## config.mk

```make
export PLATFORM = sky130hd
export DESIGN_NAME = i2c_master_transaction_sequencer
export DESIGN_NICKNAME = d
export VERILOG_FILES = /design/src/rtl/i2cmts_pkg.sv /design/src/rtl/i2cmts_wbuf.sv /design/src/rtl/i2cmts_ctrl.sv /design/src/rtl/i2cmts_obuf.sv /design/src/rtl/i2c_master_transaction_sequencer.sv
export SDC_FILE = /design/constraint.sdc
export NUM_CORES = 1
export LEC_CHECK = 0
export ABC_CLOCK_PERIOD_IN_PS = 2700
export BUFFER_PORTS_ARGS = -buffer_cell sky130_fd_sc_hd__buf_4
export CAP_MARGIN = 20
export CORE_MARGIN = 4
export CORE_UTILIZATION = 49
export CTS_CLUSTER_SIZE = 12
export DETAILED_ROUTE_END_ITERATION = 10
export PLACE_DENSITY = 0.68
export SKIP_CTS_REPAIR_TIMING = 1
export SLEW_MARGIN = 20
export SYNTH_ARGS = -nofsm -noshare
export SYNTH_HDL_FRONTEND = slang
export SYNTH_SLANG_ARGS = --single-unit
```

## constraint.sdc

```tcl
create_clock -name clk -period 2.7 [get_ports clk]
set_clock_uncertainty 0.05 [all_clocks]
set_input_delay 0.135 -clock clk [delete_from_list [all_inputs] [get_ports clk]]
set_output_delay 0.135 -clock clk [all_outputs]
set_load 0.01 [all_outputs]
```

## src/rtl/i2cmts_pkg.sv

```systemverilog
// ----------------------------------------------------------------------------
// i2cmts_pkg
// Shared types and constants for the I2C master transaction sequencer.
// ----------------------------------------------------------------------------
package i2cmts_pkg;

	localparam int WRITE_DEPTH = 8;
	localparam int READ_DEPTH  = 32;

	localparam int WR_CNT_W = $clog2(WRITE_DEPTH + 1);
	localparam int RD_CNT_W = $clog2(READ_DEPTH + 1);
	localparam int WR_IDX_W = (WRITE_DEPTH > 1) ? $clog2(WRITE_DEPTH) : 1;

	typedef enum logic [1:0] {
		KIND_START = 2'd0,
		KIND_LOAD  = 2'd1,
		KIND_EVENT = 2'd2
	} kind_t;

	typedef enum logic [2:0] {
		ACT_NONE       = 3'd0,
		ACT_SEND       = 3'd1,
		ACT_RESTART    = 3'd2,
		ACT_RECV_ENTER = 3'd3,
		ACT_RECV_ACK   = 3'd4,
		ACT_RECV_NACK  = 3'd5,
		ACT_STOP       = 3'd6
	} act_t;

	typedef enum logic [1:0] {
		OUT_NONE    = 2'd0,
		OUT_SUCCESS = 2'd1,
		OUT_NOACK   = 2'd2
	} outcome_t;

	typedef struct packed {
		logic                accepted;
		act_t                bus_action;
		logic [7:0]          tx_byte;
		logic                read_valid;
		logic [4:0]          read_index;
		logic [7:0]          read_byte;
		logic                done_res;
		outcome_t            outcome;
		logic                busy_res;
	} rsp_t;

	typedef struct packed {
		logic                en;
		logic [WR_IDX_W-1:0] idx;
		logic [7:0]          data;
	} wbuf_wr_t;

endpackage

```

## src/rtl/i2cmts_wbuf.sv

```systemverilog
// ----------------------------------------------------------------------------
// i2cmts_wbuf
// Write byte buffer: one write port, one combinational read port.
// ----------------------------------------------------------------------------
module i2cmts_wbuf (
	input  logic                                clk,
	input  i2cmts_pkg::wbuf_wr_t                wr,
	input  logic [i2cmts_pkg::WR_IDX_W-1:0]     rd_idx,
	output logic [7:0]                          rd_data
);

	logic [7:0] store_q [i2cmts_pkg::WRITE_DEPTH];

	always_ff @(posedge clk) begin
		if (wr.en) begin
			store_q[wr.idx] <= wr.data;
		end
	end

	assign rd_data = store_q[rd_idx];

endmodule

```

## src/rtl/i2cmts_ctrl.sv

```systemverilog
// ----------------------------------------------------------------------------
// i2cmts_ctrl
// Transaction state and per-request decision logic.
// ----------------------------------------------------------------------------
module i2cmts_ctrl (
	input  logic                                clk,
	input  logic                                arst_n,
	input  logic                                take,
	input  logic [1:0]                          kind,
	input  logic [6:0]                          address,
	input  logic [3:0]                          write_count,
	input  logic [5:0]                          read_count,
	input  logic [2:0]                          write_slot,
	input  logic [7:0]                          write_byte,
	input  logic                                ack_missing,
	input  logic [7:0]                          received_byte,
	input  logic [7:0]                          wbuf_data,
	output logic [i2cmts_pkg::WR_IDX_W-1:0]     wbuf_idx,
	output i2cmts_pkg::wbuf_wr_t                wbuf_wr,
	output i2cmts_pkg::rsp_t                    rsp
);

	localparam int WCW = i2cmts_pkg::WR_CNT_W;
	localparam int RCW = i2cmts_pkg::RD_CNT_W;

	logic           busy_q, rphase_q, dummy_q;
	logic [6:0]     taddr_q;
	logic [WCW-1:0] wtotal_q, wcnt_q;
	logic [RCW-1:0] rtotal_q, rcnt_q;

	logic           busy_d, rphase_d, dummy_d;
	logic [6:0]     taddr_d;
	logic [WCW-1:0] wtotal_d, wcnt_d;
	logic [RCW-1:0] rtotal_d, rcnt_d;
	logic           finish;

	assign wbuf_idx = i2cmts_pkg::WR_IDX_W'(wcnt_q);

	always_comb begin
		busy_d   = busy_q;
		rphase_d = rphase_q;
		dummy_d  = dummy_q;
		taddr_d  = taddr_q;
		wtotal_d = wtotal_q;
		wcnt_d   = wcnt_q;
		rtotal_d = rtotal_q;
		rcnt_d   = rcnt_q;
		finish   = 1'b0;

		rsp            = '0;
		rsp.bus_action = i2cmts_pkg::ACT_NONE;
		rsp.outcome    = i2cmts_pkg::OUT_NONE;

		wbuf_wr.en   = 1'b0;
		wbuf_wr.idx  = i2cmts_pkg::WR_IDX_W'(write_slot);
		wbuf_wr.data = write_byte;

		unique case (kind)
			i2cmts_pkg::KIND_START: begin
				if (!busy_q) begin
					taddr_d  = address;
					wtotal_d = (32'(write_count) > i2cmts_pkg::WRITE_DEPTH) ?
						WCW'(i2cmts_pkg::WRITE_DEPTH) : WCW'(write_count);
					rtotal_d = (32'(read_count) > i2cmts_pkg::READ_DEPTH) ?
						RCW'(i2cmts_pkg::READ_DEPTH) : RCW'(read_count);
					wcnt_d   = '0;
					rcnt_d   = '0;
					dummy_d  = 1'b1;
					rphase_d = 1'b0;
					busy_d   = 1'b1;
					rsp.accepted   = 1'b1;
					rsp.bus_action = i2cmts_pkg::ACT_SEND;
					rsp.tx_byte    = {address, 1'b0};
				end
			end
			i2cmts_pkg::KIND_LOAD: begin
				wbuf_wr.en = 32'(write_slot) < i2cmts_pkg::WRITE_DEPTH;
			end
			i2cmts_pkg::KIND_EVENT: begin
				if (busy_q) begin
					if (!rphase_q) begin
						if (ack_missing) begin
							rsp.bus_action = i2cmts_pkg::ACT_STOP;
							rsp.done_res   = 1'b1;
							rsp.outcome    = i2cmts_pkg::OUT_NOACK;
							finish         = 1'b1;
						end else if (wcnt_q >= wtotal_q) begin
							if (rtotal_q == '0) begin
								rsp.bus_action = i2cmts_pkg::ACT_STOP;
								rsp.done_res   = 1'b1;
								rsp.outcome    = i2cmts_pkg::OUT_SUCCESS;
								finish         = 1'b1;
							end else begin
								rsp.bus_action = i2cmts_pkg::ACT_RESTART;
								rsp.tx_byte    = {taddr_q, 1'b1};
								rphase_d       = 1'b1;
							end
						end else begin
							rsp.bus_action = i2cmts_pkg::ACT_SEND;
							rsp.tx_byte    = wbuf_data;
							wcnt_d         = wcnt_q + WCW'(1);
						end
					end else if (dummy_q) begin
						if (ack_missing) begin
							rsp.bus_action = i2cmts_pkg::ACT_STOP;
							rsp.done_res   = 1'b1;
							rsp.outcome    = i2cmts_pkg::OUT_NOACK;
							finish         = 1'b1;
						end else begin
							rsp.bus_action = i2cmts_pkg::ACT_RECV_ENTER;
							dummy_d        = 1'b0;
							rcnt_d         = '0;
						end
					end else if (rcnt_q >= rtotal_q) begin
						rsp.bus_action = i2cmts_pkg::ACT_STOP;
						rsp.done_res   = 1'b1;
						rsp.outcome    = i2cmts_pkg::OUT_SUCCESS;
						finish         = 1'b1;
					end else begin
						rsp.bus_action = (rcnt_q + RCW'(1) == rtotal_q) ?
							i2cmts_pkg::ACT_RECV_NACK : i2cmts_pkg::ACT_RECV_ACK;
						rsp.read_valid = 1'b1;
						rsp.read_index = 5'(rcnt_q);
						rsp.read_byte  = received_byte;
						rcnt_d         = rcnt_q + RCW'(1);
					end
				end
			end
			default: begin
			end
		endcase

		if (finish) begin
			busy_d   = 1'b0;
			rphase_d = 1'b0;
			wcnt_d   = '0;
			rcnt_d   = '0;
			dummy_d  = 1'b1;
		end

		rsp.busy_res = busy_d;
	end

	always_ff @(posedge clk or negedge arst_n) begin
		if (!arst_n) begin
			busy_q   <= 1'b0;
			rphase_q <= 1'b0;
			dummy_q  <= 1'b1;
			taddr_q  <= '0;
			wtotal_q <= '0;
			wcnt_q   <= '0;
			rtotal_q <= '0;
			rcnt_q   <= '0;
		end else if (take) begin
			busy_q   <= busy_d;
			rphase_q <= rphase_d;
			dummy_q  <= dummy_d;
			taddr_q  <= taddr_d;
			wtotal_q <= wtotal_d;
			wcnt_q   <= wcnt_d;
			rtotal_q <= rtotal_d;
			rcnt_q   <= rcnt_d;
		end
	end

endmodule

```

## src/rtl/i2cmts_obuf.sv

```systemverilog
// ----------------------------------------------------------------------------
// i2cmts_obuf
// Two-entry result buffer: output register plus skid register.
// ----------------------------------------------------------------------------
module i2cmts_obuf (
	input  logic               clk,
	input  logic               arst_n,
	input  logic               push,
	input  i2cmts_pkg::rsp_t   push_data,
	output logic               full,
	output logic               out_valid,
	input  logic               out_stall,
	output i2cmts_pkg::rsp_t   out_data
);

	logic             main_vld_q, skid_vld_q;
	i2cmts_pkg::rsp_t main_q, skid_q;
	logic             pop;

	assign pop       = main_vld_q && !out_stall;
	assign full      = skid_vld_q;
	assign out_valid = main_vld_q;
	assign out_data  = main_q;

	always_ff @(posedge clk or negedge arst_n) begin
		if (!arst_n) begin
			main_vld_q <= 1'b0;
			skid_vld_q <= 1'b0;
		end else if (pop || !main_vld_q) begin
			if (skid_vld_q) begin
				main_vld_q <= 1'b1;
				skid_vld_q <= 1'b0;
			end else begin
				main_vld_q <= push;
			end
		end else if (push) begin
			skid_vld_q <= 1'b1;
		end
	end

	always_ff @(posedge clk) begin
		if (pop || !main_vld_q) begin
			main_q <= skid_vld_q ? skid_q : push_data;
		end else if (push) begin
			skid_q <= push_data;
		end
	end

endmodule

```

## src/rtl/i2c_master_transaction_sequencer.sv

```systemverilog
// ----------------------------------------------------------------------------
// i2c_master_transaction_sequencer
// Write-then-read I2C transaction sequencer above a byte-level I2C engine.
// ----------------------------------------------------------------------------
// Each request (start, load write byte, byte-complete event) is decided in
// the cycle it is accepted and gives exactly one response; a new request can
// be accepted every cycle while in_stall is low. Responses pass through a
// two-entry output buffer, so requests keep flowing while one response waits;
// in_stall rises only when both entries are held by a stalled output.
module i2c_master_transaction_sequencer (
	input  logic       clk,
	input  logic       arst_n,
	input  logic       in_valid,
	output logic       in_stall,
	input  logic [1:0] kind,
	input  logic [6:0] address,
	input  logic [3:0] write_count,
	input  logic [5:0] read_count,
	input  logic [2:0] write_slot,
	input  logic [7:0] write_byte,
	input  logic       ack_missing,
	input  logic [7:0] received_byte,
	output logic       out_valid,
	input  logic       out_stall,
	output logic       accepted,
	output logic [2:0] bus_action,
	output logic [7:0] tx_byte,
	output logic       read_valid,
	output logic [4:0] read_index,
	output logic [7:0] read_byte,
	output logic       done_res,
	output logic [1:0] outcome,
	output logic       busy_res
);

	logic                                take;
	logic                                full;
	logic [i2cmts_pkg::WR_IDX_W-1:0]     wbuf_idx;
	logic [7:0]                          wbuf_data;
	i2cmts_pkg::wbuf_wr_t                wbuf_wr;
	i2cmts_pkg::wbuf_wr_t                wbuf_wr_raw;
	i2cmts_pkg::rsp_t                    rsp, rsp_out;

	assign in_stall = full;
	assign take     = in_valid && !full;

	i2cmts_wbuf u_wbuf (
		.clk     (clk),
		.wr      (wbuf_wr),
		.rd_idx  (wbuf_idx),
		.rd_data (wbuf_data)
	);

	i2cmts_ctrl u_ctrl (
		.clk           (clk),
		.arst_n        (arst_n),
		.take          (take),
		.kind          (kind),
		.address       (address),
		.write_count   (write_count),
		.read_count    (read_count),
		.write_slot    (write_slot),
		.write_byte    (write_byte),
		.ack_missing   (ack_missing),
		.received_byte (received_byte),
		.wbuf_data     (wbuf_data),
		.wbuf_idx      (wbuf_idx),
		.wbuf_wr       (wbuf_wr_raw),
		.rsp           (rsp)
	);

	always_comb begin
		wbuf_wr    = wbuf_wr_raw;
		wbuf_wr.en = wbuf_wr_raw.en && take;
	end

	i2cmts_obuf u_obuf (
		.clk       (clk),
		.arst_n    (arst_n),
		.push      (take),
		.push_data (rsp),
		.full      (full),
		.out_valid (out_valid),
		.out_stall (out_stall),
		.out_data  (rsp_out)
	);

	assign accepted   = rsp_out.accepted;
	assign bus_action = rsp_out.bus_action;
	assign tx_byte    = rsp_out.tx_byte;
	assign read_valid = rsp_out.read_valid;
	assign read_index = rsp_out.read_index;
	assign read_byte  = rsp_out.read_byte;
	assign done_res   = rsp_out.done_res;
	assign outcome    = rsp_out.outcome;
	assign busy_res   = rsp_out.busy_res;

endmodule

```

After elaboration in Yosys (flattened, before gate mapping)
Memory sizes are Yosys's and may differ from the RTL's.
Index checks and enable logic that the tools add are counted.
{"block": "op_classes", "n_addsub": 2, "magnitude_cmp": 4, "n_eq_ne": 11, "n_mux": 75, "bitwise_logic": 2, "n_reduce_logical": 17}
{"cell": "2-to-1 mux 6 bit", "count": 8}
{"cell": "2-to-1 mux 14 bit", "count": 3}
{"cell": "2-to-1 mux 3 bit", "count": 13}
{"cell": "2-to-1 mux 1 bit", "count": 31}
{"cell": "2-to-1 mux 30 bit", "count": 1}
{"cell": "2-to-1 mux 28 bit", "count": 1}
{"cell": "2-to-1 mux 4 bit", "count": 7}
{"cell": "2-to-1 mux 8 bit", "count": 3}
{"cell": "one-hot mux 11 bit (2 select lines)", "count": 1}
{"cell": "2-to-1 mux 17 bit", "count": 1}
{"cell": "AND reduction 7 bit", "count": 2}
{"cell": "2-to-1 mux 12 bit", "count": 1}
{"cell": "one-hot mux 6 bit (2 select lines)", "count": 1}
{"cell": "2-to-1 mux 11 bit", "count": 1}
{"cell": "one-hot mux 4 bit (2 select lines)", "count": 1}
{"cell": "adder 6 x 1 -> 6 bit (second input constant)", "count": 1}
{"cell": "== test 6 bit", "count": 1}
{"cell": "greater-or-equal comparator 6 bit", "count": 1}
{"cell": "greater-than comparator 6 bit (second input constant)", "count": 1}
{"cell": "zero test 6 bit", "count": 1}
{"cell": "!= test 3 x 1 -> 1 bit (second input constant)", "count": 2}
{"cell": "!= test 3 x 2 -> 1 bit (second input constant)", "count": 2}
{"cell": "!= test 3 bit (second input constant)", "count": 2}
{"cell": "AND reduction 5 bit", "count": 1}
{"cell": "18 further kinds", "count": 24}
{"block": "totals", "regBits": 92, "mem_bits_rw": 64, "inputBits": 43, "output_inout_bits": 32, "word_cells": 140, "n_memories": 1}
{"name": "u_wbuf.store_q", "words": 8, "word_bits": 8, "read_ports": 1, "rd_ports_with_merged_regs": 0, "write_ports": 1, "line": "i2cmts_wbuf.sv:12", "rtl": "logic [7:0] store_q [i2cmts_pkg::WRITE_DEPTH];"}

Depth between registers and ports, before layout
{"block": "logic_depth", "ltp_word": 9, "depth_mapped": 11}

Cells and area by module
Synthesis repeated with hierarchy kept, for this count alone.
{"block": "unflattened", "hier_cells": 489, "hier_area_um2": 7390.8}
{"module": "i2cmts_wbuf", "n_inst": 1, "cells_per_inst": 106, "area_per_inst_um2": 2531.2}
{"module": "i2cmts_ctrl", "n_inst": 1, "cells_per_inst": 281, "area_per_inst_um2": 2449.8}
{"module": "i2cmts_obuf", "n_inst": 1, "cells_per_inst": 100, "area_per_inst_um2": 2394.8}
{"module": "i2c_master_transaction_sequencer", "n_inst": 1, "cells_per_inst": 2, "area_per_inst_um2": 15.0}

Worst setup path after synthesis
OpenSTA, ideal clock, no wires.
{"block": "synth_path", "kind": "register to register", "from": "reg u_obuf.main_vld_q (netlist: u_obuf.out_valid)", "to": "reg u_obuf.skid_q[0] in the netlist's numbering (enable)", "setup_time_ns": 0.417, "arrival_time_ns": 2.480, "required_time_ns": 2.233, "setup_slack_ns": -0.247, "path_stages_with_launch": 3, "path_buffers": 0, "path_cell_list": "dfrtp_1 > nand2_1 > nor2_1"}
{"block": "synth_via", "elab_chain_len": 4, "word_cells_on_any_way": 5, "classes_between": "1 x bitwise; 4 x reduce/logical"}
{"item": "start: declaration", "line": "i2cmts_obuf.sv:16", "rtl": "logic main_vld_q, skid_vld_q;"}
{"item": "start signal: assignment", "line": "i2cmts_obuf.sv:34", "rtl": "main_vld_q <= push;"}
{"item": "logical AND 1 bit or zero test 1 bit (tied branches)", "line": "i2cmts_obuf.sv:20, i2cmts_obuf.sv:42"}
{"item": "logical OR 1 bit *", "line": "i2cmts_obuf.sv:42", "rtl": "if (pop || !main_vld_q) begin"}
{"item": "inverter 1 bit (no source line) *"}
{"item": "AND reduction 2 bit (no source line) *"}
{"item": "end signal: assignment", "line": "i2cmts_obuf.sv:45", "rtl": "skid_q <= push_data;"}
{"item": "end: declaration", "line": "i2cmts_obuf.sv:17", "rtl": "i2cmts_pkg::rsp_t main_q, skid_q;"}
Mark *: on every way between the ends. The rest lies on a longest branch, timed or not.
A chain may end at the register's enable or synchronous reset.

==> summary.md <==
| Metric | Value |
|---|---|
| Slowest stage cell on the critical path | `dfrtp_1` |
| CTS clk-pin slew, worst paths | `0.06 ns` |
| Antenna cells | `0` |
| Worst Path Buf+Inv | `1` |
| Status | `finished with violations` |
| Synth warn | `0` |
| Core Box Area | `13,830 um^2` |
| Total number of H-tree levels | `4` |
| First-pass DRT Iterations | `4` |
| Wire length on met2 | `6.801 mm` |
| FF+latch count, synth | `156` |
| Post-synthesis instance area | `6900 um^2` |
| Detailed Route WL | `13.75 mm` |
| Synth Net Count | `527` |
| Final worst-path cycle share | `92.29%` |
| Distinct cells, synth | `56` |
| Post-synthesis sequential area ratio | `65.58%` |
| Vias in the first global route | `4,305` |
| CTS Sinks | `156` |
| Final nets | `653` |
| CP delay by family, top | `simple AND/OR/NAND/NOR gates` |
| Critical Path End Type | `register` |
| Num ports | `75` |
| Slew headroom | `36.89%` |
| Max Cap Viol | `0` |
| Pwr dens | `790.5 nW/um^2` |
| Via Count | `4,288` |
| Async SR Flop Fraction | `20.51%` |
| CP max stage delay | `0.35 ns` |
| Layout overhead on the synthesized area | `25.17%` |
| GRT overflow | `0` |
| CP arrival | `2.74 ns` |
| P_leak | `0.003323 uW` |
| Largest buffer count on any clock path | `2` |
| RSZ-0062 raised after global routing | `false` |
| Post-synth EDFFs | `124` |
| WL/cell | `17.39 um` |
| Hold Crit Class | `input port to register` |
| DIE AREA | `16,050 um^2` |
| Crit-path max FO | `11` |
| DP HPWL | `9.358 mm` |
| # rows | `43` |
| Share of layout cells above drive strength 1 | `32.73%` |
| CP cell instances | `inv_1 > ha_1 > o21a_1 > nor2_1 > or2_4 > mux2_2 > o21ai_0 > mux2_2` |
| GRT Overall Usage | `17.76%` |
| Setup CP Type | `register to register` |
| Largest net degree at the start of global routing | `39` |
| Crit path time final | `2.492 ns` |
| Setup-failing EPs final | `0` |
| Worst skew pair latency | `0.42 ns` |
| Die width | `126.7 um` |
| Hold Vio Cnt, Final | `2` |
| Drt initial violations | `256` |
| Slew Limit Fails | `0` |
| Clock Tree Root | `clkbuf_16` |
| First-pass GRT wire length | `22.20 mm` |
| Post-route core utilization | `62.46%` |
| DR vias/cell | `5.421` |
| Worst EP required | `2.95 ns` |
| Final hold slack | `-0.01232 ns` |
| DIE HEIGHT | `126.7 um` |
| Wire length on met3 | `795 um` |
| DRC Markers | `0` |
| Post-Syn Instances | `472` |
| TritonCTS clock tree | `built` |
| Metal1 wirelength | `5.945 mm` |
| ANT nets after route | `0` |
| RD Place Congestion | `0.8704` |
| Initial antenna violation count | `0` |
| Total negative slack | `0 ns` |
| Max layer used | `met4` |
| Worst slew pin tran | `0.9466 ns` |
| Startpoint types | `register` |
| Post-synth top flop | `edfxtp_1` |
| Initial Utilization | `49.90%` |
| Crit path top cell by count | `mux2_2` |
| Achievable Freq | `401.3 MHz` |
| Average size of a mapped cell | `14.62 um^2` |
| Peak VDD IR | `0.4760 mV` |
| I/O Buffers | `74` |
| CTS Buf Count | `17` |
| Failing checks | `negative hold slack` |
==> final timing paths <==
path	endpoint	slack [ns]	depth (start not counted)	start
setup / recovery	u_obuf.out_data[22]	0.21	8	u_ctrl.wtotal_q[2]
hold reg to reg	u_ctrl.wtotal_q[2]	0.44	2	u_ctrl.wtotal_q[2]
setup reg to reg	u_obuf.out_data[22]	0.21	8	u_ctrl.wtotal_q[2]
hold / removal	u_ctrl.busy_q	-0.01	2	kind[0]
min in group asynchronous	u_ctrl.rtotal_q[1]	0.14	2	arst_n
max in group asynchronous	u_ctrl.dummy_q	2.10	2	arst_n
==> state kept, by name, indices dropped and copies added (netlist names) <==
name / cells
u_wbuf.store_q: 64
u_obuf.out_data: 30
u_obuf.skid_q: 30
u_ctrl.taddr_q: 7
u_ctrl.rcnt_q: 6
u_ctrl.rtotal_q: 6
u_ctrl.wcnt_q: 4
u_ctrl.wtotal_q: 4
u_ctrl.busy_q: 1
u_ctrl.dummy_q: 1
u_ctrl.rphase_q: 1
u_obuf.full: 1
u_obuf.out_valid: 1
==> routing by layer <==
layer,GRT usage [%],up-vias
li1,-,2043
met4,6.625,0
met5,0,-
met2,29.42,127
met1,23.11,2101
met3,3.916,17
==> metrics by stage <==
stage | cells | total power, uW | worst slack (ns) | area, um^2 | hold WS, ns
after floorplan | 472 | 4079 | 0.02604 | 6907 | -0.2106
after global placement | 730 | 4485 | 0.2274 | 7762 | 0.05988
after detailed placement | 730 | 4527 | 0.1726 | 7762 | 0.06333
after CTS | 762 | 6838 | 0.1523 | 8344 | -0.3910
after global routing | 791 | 7175 | 0.06479 | 8637 | 0.002623
final | 791 | 6827 | 0.2081 | 8637 | -0.01232
==> cells by family after synthesis <==
| kind of cell | synth area share (%) |
|---|---|
| DFF | 65.58 |
| and+or+nand+nor | 10.12 |
| muxes | 13.24 |
| AOI/OAI and AO/OA | 5.984 |
| buffers and inverters | 2.013 |
| adders and majority gates | 2.176 |
| xor gates and xnor gates | 0.8885 |
==> cell usage after synthesis (all sizes together), types with 2 or more instances <==
cell type    n  area share, %
nor3         8           0.58
a21o         2           0.24
mux2        42            6.9
nor3b        2           0.22
o21ai       25            1.9
clkbuf      12           0.65
xor2         4           0.51
o31ai        5           0.54
dfrtp       31             11
mux2i        8            1.2
nand2b      17            1.7
or2          3           0.27
nor2b        3           0.27
o41ai        2           0.47
and3        14            1.3
inv         13           0.71
a31oi        2           0.18
or3          3           0.27
ha          12            2.2
nand2       48            2.6
nor2        24            1.3
a21oi        8           0.58
buf          6           0.60
o311ai       2           0.25
nor4         2           0.27
edfxtp     124             54
mux4        16            5.2
or4          2           0.22
xnor2        3           0.38
nand3       13           0.94
==> cells in the final DEF (no fill, tap or decap), drive strengths merged, types with 2 or more instances in the layout <==
cell	instances
clkbuf	17
o41ai	2
a21oi	8
or2	3
mux4	16
inv	20
edfxtp	124
and3	14
nor3	8
nor2b	3
dfrtp	31
xor2	4
o21ai	25
o31ai	5
nor3b	2
xnor2	3
ha	12
buf	96
o311ai	2
nor2	24
a31oi	2
or3	3
clkinv	7
a21o	2
dlygate4sd3	29
nand2	48
mux2	42
nor4	2
or4	2
nand3	13
nand2b	17
mux2i	8
==> area by class of cell <==
type / instances / area (um^2)
clock buffer: 17 / 425.4
clock inverter: 15 / 156.4
fill: 1032 / 5190
inverter: 14 / 52.55
multi-input combinational: 284 / 2241
sequential: 156 / 4526
tap: 180 / 225.2
timing repair buffer: 125 / 1011
==> power by group <==
part / switching [uW] / leakage (uW) / total [uW] / internal (uW)
sequential: 157 / 0.00159 / 3020 / 2870
clock: 1010 / 0.000282 / 2310 / 1300
combinational: 758 / 0.00145 / 1490 / 736
No activity file was read; power rests on OpenSTA's default activity.
